File: config.mk
export PLATFORM = sky130hd
export DESIGN_NAME = pba_ctrl
export DESIGN_NICKNAME = d
export VERILOG_FILES = /design/src/hdl/pba_pkg.sv /design/src/hdl/pba_ctrl.sv
export SDC_FILE = /design/constraint.sdc
export NUM_CORES = 1
export LEC_CHECK = 0
export ABC_AREA = 1
export BUFFER_PORTS_ARGS = -buffer_cell sky130_fd_sc_hd__buf_2
export CAP_MARGIN = 25
export CORE_AREA = 2 2 39 41
export DETAILED_ROUTE_END_ITERATION = 8
export DIE_AREA = 0 0 41 43
export PLACE_DENSITY = 0.54
export SETUP_SLACK_MARGIN = 0.4
export SLEW_MARGIN = 40
export SYNTH_ARGS = -nofsm -noshare
export SYNTH_HDL_FRONTEND = slang
export SYNTH_SLANG_ARGS = --single-unit
File: constraint.sdc
create_clock -name clk_i -period 1.5 [get_ports clk_i]
set_input_delay 0.225 -clock clk_i [delete_from_list [all_inputs] [get_ports clk_i]]
set_output_delay 0.225 -clock clk_i [all_outputs]
set_load 0.005 [all_outputs]
File: src/hdl/pba_pkg.sv
package pba_pkg;

  localparam int NUM_PAGES   = 32768;
  localparam int WORD_BITS   = 64;
  localparam int MAP_WORDS   = (NUM_PAGES + WORD_BITS - 1) / WORD_BITS;
  localparam int PAGE_SHIFT  = 12;

  localparam int BIT_W       = $clog2(WORD_BITS);
  localparam int WADDR_W     = (MAP_WORDS > 1) ? $clog2(MAP_WORDS) : 1;
  localparam int PCNT_W      = $clog2(NUM_PAGES + 1);

  localparam int CMD_W       = 2;
  localparam int START_W     = 32;
  localparam int LEN_W       = 32;
  localparam int FIRST_W     = START_W - PAGE_SHIFT;
  localparam int ADDR_W      = 27;
  localparam int CNT_W       = 16;
  localparam int ADDR_FULL_W = WADDR_W + BIT_W + PAGE_SHIFT;

  localparam int IN_FIELDS_W  = START_W + LEN_W + 1;
  localparam int IN_DATA_W    = ((IN_FIELDS_W + 7) / 8) * 8;
  localparam int OUT_FIELDS_W = 1 + ADDR_W + CNT_W;
  localparam int OUT_DATA_W   = ((OUT_FIELDS_W + 7) / 8) * 8;
  localparam int OUT_PAD_W    = OUT_DATA_W - OUT_FIELDS_W;

  typedef enum logic [CMD_W-1:0] {
    CMD_FILL_ALL = 2'd0,
    CMD_REGION   = 2'd1,
    CMD_ALLOC    = 2'd2,
    CMD_COUNT    = 2'd3
  } cmd_e;

  // controller to datapath
  typedef struct packed {
    logic load;
    logic rd;
    logic fill;
    logic wr_region;
    logic wr_alloc;
    logic acc;
    logic inc;
    logic publish;
  } pba_cmd_t;

  // datapath to controller
  typedef struct packed {
    cmd_e op;
    logic empty;
    logic last;
    logic hit;
  } pba_stat_t;

  // SWAR bit count, one level per bit of the index
  function automatic logic [BIT_W:0] popcount(input logic [WORD_BITS-1:0] w);
    logic [WORD_BITS-1:0] x;
    logic [WORD_BITS-1:0] m;
    x = w;
    for (int l = 0; l < BIT_W; l++) begin
      m = '0;
      for (int b = 0; b < WORD_BITS; b++) begin
        if (((b >> l) & 1) == 0) m[b] = 1'b1;
      end
      x = (x & m) + ((x >> (1 << l)) & m);
    end
    return x[BIT_W:0];
  endfunction

  // encode a one-hot word into its bit position
  function automatic logic [BIT_W-1:0] onehot_index(input logic [WORD_BITS-1:0] iso);
    logic [BIT_W-1:0] idx;
    logic             acc;
    idx = '0;
    for (int k = 0; k < BIT_W; k++) begin
      acc = 1'b0;
      for (int b = 0; b < WORD_BITS; b++) begin
        if (((b >> k) & 1) == 1) acc = acc | iso[b];
      end
      idx[k] = acc;
    end
    return idx;
  endfunction

endpackage

File: src/hdl/pba_ctrl.sv
module pba_ctrl (
  input  logic               clk_i,
  input  logic               rst_ni,
  input  logic               s_valid_i,
  output logic               s_ready_o,
  output logic               m_valid_o,
  input  logic               m_ready_i,
  input  pba_pkg::pba_stat_t stat_i,
  output pba_pkg::pba_cmd_t  cmd_o
);
  import pba_pkg::*;

  typedef enum logic [2:0] {
    ST_FILL_RST,
    ST_IDLE,
    ST_RD,
    ST_EX,
    ST_FILL_CMD,
    ST_FIN
  } state_e;

  state_e state_q, state_d;
  logic   out_valid_q, out_valid_d;

  always_comb begin
    state_d     = state_q;
    cmd_o       = '0;
    out_valid_d = out_valid_q & ~m_ready_i;
    case (state_q)
      ST_FILL_RST: begin
        cmd_o.fill = 1'b1;
        cmd_o.inc  = 1'b1;
        if (stat_i.last) state_d = ST_IDLE;
      end
      ST_IDLE: begin
        if (s_valid_i) begin
          cmd_o.load = 1'b1;
          state_d    = ST_RD;
        end
      end
      ST_RD: begin
        if (stat_i.op == CMD_FILL_ALL) begin
          state_d = ST_FILL_CMD;
        end else if (stat_i.op == CMD_REGION && stat_i.empty) begin
          state_d = ST_FIN;
        end else begin
          cmd_o.rd = 1'b1;
          state_d  = ST_EX;
        end
      end
      ST_EX: begin
        case (stat_i.op)
          CMD_REGION: begin
            cmd_o.wr_region = 1'b1;
            if (stat_i.last) begin
              state_d = ST_FIN;
            end else begin
              cmd_o.inc = 1'b1;
              state_d   = ST_RD;
            end
          end
          CMD_ALLOC: begin
            if (stat_i.hit) begin
              cmd_o.wr_alloc = 1'b1;
              state_d        = ST_FIN;
            end else if (stat_i.last) begin
              state_d = ST_FIN;
            end else begin
              cmd_o.inc = 1'b1;
              state_d   = ST_RD;
            end
          end
          CMD_COUNT: begin
            cmd_o.acc = 1'b1;
            if (stat_i.last) begin
              state_d = ST_FIN;
            end else begin
              cmd_o.inc = 1'b1;
              state_d   = ST_RD;
            end
          end
          default: begin
            state_d = ST_FIN;
          end
        endcase
      end
      ST_FILL_CMD: begin
        cmd_o.fill = 1'b1;
        cmd_o.inc  = 1'b1;
        if (stat_i.last) state_d = ST_FIN;
      end
      ST_FIN: begin
        // hold the result until the output register is free
        if (!out_valid_q || m_ready_i) begin
          cmd_o.publish = 1'b1;
          out_valid_d   = 1'b1;
          state_d       = ST_IDLE;
        end
      end
      default: begin
        state_d = ST_IDLE;
      end
    endcase
  end

  always_ff @(posedge clk_i or negedge rst_ni) begin
    if (!rst_ni) begin
      state_q     <= ST_FILL_RST;
      out_valid_q <= 1'b0;
    end else begin
      state_q     <= state_d;
      out_valid_q <= out_valid_d;
    end
  end

  assign s_ready_o = (state_q == ST_IDLE);
  assign m_valid_o = out_valid_q;

endmodule

==> results of run 1 <==
through the flow:
step	setup WS (ns)	cell area [um^2]	cells
2_1_floorplan	0.4371	421.7	70
3_3_place_gp	0.2642	520.5	103
3_5_place_dp	0.2287	520.5	103
4_1_cts	0.1192	716.9	119
5_1_grt	0.02244	792.0	123
6_report	0.06644	792.0	123
layer usage:
metal	part of all wire [%]	track usage [%]	vias to the layer above	wire length, um
met5	0	0	-	0
met1	39	19.54	265	554
met2	55	31.87	13	794
met3	2.1	3.141	4	30
met4	3.7	14.67	0	53
li1	-	-	286	-
power groups by stage:
stage	clock network (mW)	registers, mW	logic (mW)
floorplan	0	0.192	0.419
global placement	0	0.231	0.507
detailed placement	0	0.235	0.498
CTS	0.144	0.227	0.788
global route	0.151	0.244	1.02
finish	0.141	0.236	0.939
cell type report:
class,instances,share of cell area [%]
Multi-Input combinational cell,50,43.13
Clock buffer,3,2.844
Tap cell,16,2.528
Sequential cell,4,13.11
Timing Repair Buffer,35,30.49
Inverter,15,7.899
cells in the mapped netlist:
cell type / n
clkinv_1: 1
nand2_1: 21
inv_2: 5
inv_1: 8
nand2_2: 2
nor3_2: 1
nor3_1: 3
o21ai_1: 4
nor2_1: 7
clkinv_2: 1
nor2_4: 1
nand3_2: 4
buf_6: 1
o21ai_0: 1
dfrtp_1: 4
nand3_1: 3
nor2_2: 3
state kept, by name, summed over array words and instances (netlist names):
register	cells
m_valid_o	1
state_q	3
what timing repair did:
item | in CTS | in global routing
setup buffers | 12 | 4
setup endpoints to repair | 12 | 12
resized for setup | 17 | 15
pin swaps | 8 | 14
hold buffers | 1 | 0
hold endpoints to repair | 4 | 0
layout by cell type (no fill, tap or decap):
master / Yosys / final
buf_2: 0 / 17
nor2_1: 7 / 7
o21ai_2: 0 / 3
buf_6: 1 / 5
o21ai_4: 0 / 1
nand3_4: 0 / 2
nor3_4: 0 / 1
inv_2: 5 / 4
nand2_4: 0 / 1
inv_4: 0 / 2
buf_4: 0 / 12
nor2_2: 3 / 1
inv_1: 8 / 8
dfrtp_2: 0 / 3
clkinv_2: 1 / 1
nand2_1: 21 / 15
dlygate4sd3_1: 0 / 1
clkbuf_4: 0 / 3
dfrtp_1: 4 / 1
nand2_2: 2 / 7
nand3_2: 4 / 2
nor2_4: 1 / 3
o21ai_1: 4 / 1
nand3_1: 3 / 3
nor3_2: 1 / 3
logic make-up after synthesis:
logic type / after synthesis / share of synthesized area [%]
flip-flops: 4 / 23.74
AND/OR/NAND/NOR: 45 / 54.01
AO/OA/AOI/OAI: 5 / 5.934
buffers and inverters: 16 / 16.32
critical path: cells and delay by family, from the launching register on:
kind,cells,cell delay [ns]
AO/OA/AOI/OAI,1,0.08
buffers and inverters,2,0.15
flip-flops,1,0.47
AND/OR/NAND/NOR,1,0.25
worst paths after layout:
path                             from          to  slack [ns]  cells past startpoint
max                        state_q[0]    cmd_o[6]        0.07                      4
min in group asynchronous      rst_ni  state_q[0]        0.32                      2
min                         stat_i[1]  state_q[2]        0.26                      4
min reg2reg                 m_valid_o   m_valid_o        0.69                      4
max in group asynchronous      rst_ni  state_q[1]        1.03                      2
max reg2reg                state_q[1]  state_q[1]        0.16                      9
==> results.py, run 1 <==
metrics = {
    "timing": {
        "skew_ns": 0.008568,
        "max_slew_margin_pct": 87.31,
        "slew_viol_final": 0,
        "tns_ns": 0,
        "grt_setup_unrepaired": "yes",
        "tightest_slew_ns": 0.1897,
        "fmax_mhz": 697.6,
        "setup_viol": 0,
        "final.period_utilization_pct": 95.57,
        "hold_violations": 0,
        "hold_slack_ns": 0.2574,
        "min_period_ns": 1.434,
    },
    "layout": {
        "layout.nets": 118,
        "syn_to_final_growth_pct": 87.83,
        "multi_input_area_um2": 341.6,
        "fillers": 124,
        "drive_above_1_share_pct": 66.36,
        "register_area_um2": 103.9,
        "final_util_pct": 57.23,
        "n_antenna_cell": 0,
    },
    "worst_setup_path": {
        "critPathRequiredTime_ns": 1.27,
        "crit_path_end_kind": "output pin",
        "crit_type": "flip-flop to output pin",
        "arrival_ns": 1.21,
        "cp_cell_sequence": "nor3_4, o21ai_2, clkinv_2, buf_6",
        "slowest_stage": "dfrtp_2",
        "slowest_delay_ns": 0.47,
        "start_kind": "flip-flop",
        "path_max_fanout": 5,
    },
    "synthesis": {
        "synth.top_cells.by_area": "dfrtp_1 (24%), nand2_1 (19%), nand3_2 (9.5%), inv_1 (7.1%), nor2_1 (6.2%)",
        "yosysTopAreaCell": "dfrtp_1",
        "ys_seq_area_share_pct": 23.74,
        "yosys_warnings": 0,
        "syn_area_per_cell_um2": 6.024,
        "synth.cell_area_um2": 421.7,
        "synth.distinct_cells": 17,
        "syn_inst": 70,
        "synth_seq_cells": 4,
        "postSynthNetCount": 79,
        "synth_top_area_share_pct": 23.74,
    },
    "power": {
        "clkPwrFrac_pct": 10.7,
        "irDropWorstVdd_uv": 582.6,
        "comb_power_share_pct": 71.4,
        "power_density_nw_per_um2": 1661,
        "p_sw_share_pct": 46.43,
        "finalPower_mw": 1.316,
        "leakagePower_nw": 0.4434,
        "pwr-share-seq_pct": 17.9,
        "switching_power_uw": 610.9,
        "internal-power_uw": 704.9,
    },
    "detailed_routing": {
        "vias": 568,
        "drt_iter0_markers": 8,
        "via_per_inst": 4.618,
        "wl_um": 1432,
        "wl_per_cell_um": 11.64,
        "first_pass_iters": 4,
        "ant_nets": 0,
        "drc": 0,
    },
    "clocking": {
        "h-tree-depth": 1,
        "clockBufferDepth": 2,
        "root_buffer": "clkbuf_4",
        "clkSinkCount": 4,
        "insertion_delay_ns": 0.25,
        "cts_tree": "built",
        "clkTransAtPathRegs_ns": 0.04,
        "cts_made_buffers": 3,
    },
    "run": {
        "drv_cap": 0,
    },
    "placement": {
        "place_hpwl_um": 781,
        "place.gp.congestion": 0.8049,
        "port-buffer-count": 18,
    },
    "floorplan": {
        "dieArea_um2": 1763,
        "dieWidth_um": 41,
        "core_area_um2": 1384,
        "die_y_um": 43,
        "start_util_pct": 30.47,
        "rows": 14,
        "io_pins": 19,
    },
    "grt": {
        "grt_max_degree": 6,
        "groute.usage.overall_pct": 19.15,
        "grt_pass1_vias": 531,
        "grt.overflow.total": 0,
        "antenna_found_initial": 0,
        "grt_pass1_wl_um": 2173,
    },
    "hold_path": {
        "hold_path.class": "input pin to flip-flop",
    },
    "status": {
        "status": "finished clean",
    },
}
No activity file was read; power rests on OpenSTA's default activity.
==> inputs of run 2 (changes only) <==
--- a/config.mk
+++ b/config.mk
@@ -8,11 +8,14 @@
 export ABC_AREA = 1
 export BUFFER_PORTS_ARGS = -buffer_cell sky130_fd_sc_hd__buf_2
 export CAP_MARGIN = 25
-export CORE_AREA = 2 2 39 41
+export CELL_PAD_IN_SITES_DETAIL_PLACEMENT = 0
+export CELL_PAD_IN_SITES_GLOBAL_PLACEMENT = 2
+export CORE_ASPECT_RATIO = 1.2
+export CORE_UTILIZATION = 22
 export DETAILED_ROUTE_END_ITERATION = 8
-export DIE_AREA = 0 0 41 43
-export PLACE_DENSITY = 0.54
+export PLACE_DENSITY = 0.73
 export SETUP_SLACK_MARGIN = 0.4
+export SKIP_CTS_REPAIR_TIMING = 1
 export SLEW_MARGIN = 40
 export SYNTH_ARGS = -nofsm -noshare
 export SYNTH_HDL_FRONTEND = slang
==> results.py, run 2 (synthesis results as in run 1) <==
metrics = {
    "worst_setup_path": {
        "path_max_fanout": 8,
        "start_kind": "flip-flop",
        "slowest_stage": "dfrtp_2",
        "arrival_ns": 1.15,
        "slowest_delay_ns": 0.49,
        "critPathRequiredTime_ns": 1.27,
        "cp_cell_sequence": "buf_4, nor2_4, buf_2",
        "crit_type": "flip-flop to output pin",
        "crit_path_end_kind": "output pin",
    },
    "clocking": {
        "insertion_delay_ns": 0.23,
        "cts_made_buffers": 3,
        "clkSinkCount": 4,
        "clkTransAtPathRegs_ns": 0.04,
        "root_buffer": "clkbuf_4",
        "clockBufferDepth": 2,
        "cts_tree": "built",
        "h-tree-depth": 1,
    },
    "detailed_routing": {
        "wl_um": 1151,
        "highest_layer": "met3",
        "wl_per_cell_um": 10.01,
        "ant_nets": 0,
        "first_pass_iters": 2,
        "vias": 504,
        "wl_met2_um": 615,
        "wl_met1_um": 490,
        "via_per_inst": 4.383,
        "wl_met3_um": 45,
        "drt_iter0_markers": 3,
        "drc": 0,
    },
    "layout": {
        "layout.nets": 108,
        "final_util_pct": 38.01,
        "syn_to_final_growth_pct": 55.19,
        "fin_cells": 115,
        "fillers": 200,
        "drive_above_1_share_pct": 52.58,
        "mostFrequentLayoutCell": "nand2_1",
        "final_cell_mix": "nand2_1 (21), buf_2 (17), inv_1 (8)",
        "largest_reg_flops": 3,
        "registers.top_by_ff_count": "state_q",
        "n_antenna_cell": 0,
    },
    "grt": {
        "groute.usage.overall_pct": 11.00,
        "antenna_found_initial": 0,
        "grt_pass1_vias": 437,
        "grt_max_degree": 9,
        "grt_pass1_wl_um": 1787,
        "grt.overflow.total": 0,
    },
    "floorplan": {
        "core_area_um2": 1722,
        "dieWidth_um": 41.97,
        "rows": 16,
        "dieArea_um2": 2096,
        "die_y_um": 49.96,
        "start_util_pct": 24.49,
        "io_pins": 19,
    },
    "timing": {
        "grt_setup_unrepaired": "yes",
        "slew_viol_final": 0,
        "fmax_mhz": 725.7,
        "finalWorstSetupSlack_ns": 0.1221,
        "min_period_ns": 1.378,
        "max_slew_margin_pct": 84.42,
        "hold_slack_ns": 0.2719,
        "skew_ns": 0.0007484,
        "hold_violations": 0,
        "setup_viol": 0,
        "tightest_slew_ns": 0.2337,
        "final.period_utilization_pct": 91.86,
    },
    "status": {
        "status": "finished clean",
    },
    "power": {
        "pwr-share-seq_pct": 24.6,
        "clkPwrFrac_pct": 12.9,
        "power_density_nw_per_um2": 1581,
        "comb_power_share_pct": 62.4,
        "internal-power_uw": 544.3,
        "leakagePower_nw": 0.3713,
        "p_sw_share_pct": 47.38,
        "irDropWorstVdd_uv": 467.3,
        "switching_power_uw": 490.1,
    },
    "placement": {
        "place_hpwl_um": 826.1,
        "port-buffer-count": 18,
        "place.gp.congestion": 0.7314,
        "pre_cts_ws_ns": 0.2169,
        "place_inst": 105,
    },
    "run": {
        "drv_cap": 0,
    },
    "hold_path": {
        "hold_path.class": "input pin to flip-flop",
    },
}
==> run 2: cell count changes in the layout (fill, tap and decap cells not counted), sizes merged <==
cell	previous run	this run
buf	34	24
clkinv	1	2
inv	14	13
==> run 2: cell type report <==
cell class | count | area [um^2] | share of cell area, %
flip-flops and latches | 4 | 103.9 | 15.87
well taps | 18 | 22.52 | 3.442
multi-input cells | 50 | 291.5 | 44.55
repair buffers | 25 | 151.4 | 23.14
clock buffers | 3 | 22.52 | 3.442
inverters | 15 | 62.56 | 9.560
==> run 2: metal layers <==
metal	GRT usage, %	vias to the layer above
met5	0	-
met2	18.23	8
met4	8.065	0
met3	0.7326	0
met1	13.14	230
li1	-	266
==> run 2: worst paths after layout <==
kind | endpoint | cells past startpoint | slack [ns] | from
max | cmd_o[5] | 3 | 0.12 | state_q[0]
min | state_q[2] | 4 | 0.27 | stat_i[1]
max reg2reg | state_q[0] | 9 | 0.20 | state_q[0]
min reg2reg | m_valid_o | 4 | 0.62 | m_valid_o
max in group asynchronous | state_q[2] | 2 | 1.04 | rst_ni
min in group asynchronous | state_q[1] | 2 | 0.33 | rst_ni
==> run 2: power groups by stage <==
stage | clock network, mW | logic (mW) | registers (mW)
2_1_floorplan | 0 | 0.419 | 0.192
3_3_place_gp | 0 | 0.520 | 0.233
3_5_place_dp | 0 | 0.507 | 0.236
4_1_cts | 0.138 | 0.510 | 0.236
5_1_grt | 0.143 | 0.727 | 0.265
6_report | 0.134 | 0.646 | 0.255
==> run 2: stage by stage <==
step / setup TNS, ns / total power [mW] / cell area [um^2]
6_report: 0 / 1.034 / 654.4
5_1_grt: 0 / 1.134 / 654.4
4_1_cts: -0.1049 / 0.8846 / 545.5
3_5_place_dp: 0 / 0.7431 / 523.0
3_3_place_gp: 0 / 0.7532 / 523.0
2_1_floorplan: 0 / 0.6113 / 421.7
==> run 2: worst max-delay path, delay by kind of cell, from the launching register on <==
kind | cells | cell delay, ns
buffers and inverters | 2 | 0.31
DFF | 1 | 0.49
and+or+nand+nor | 1 | 0.13
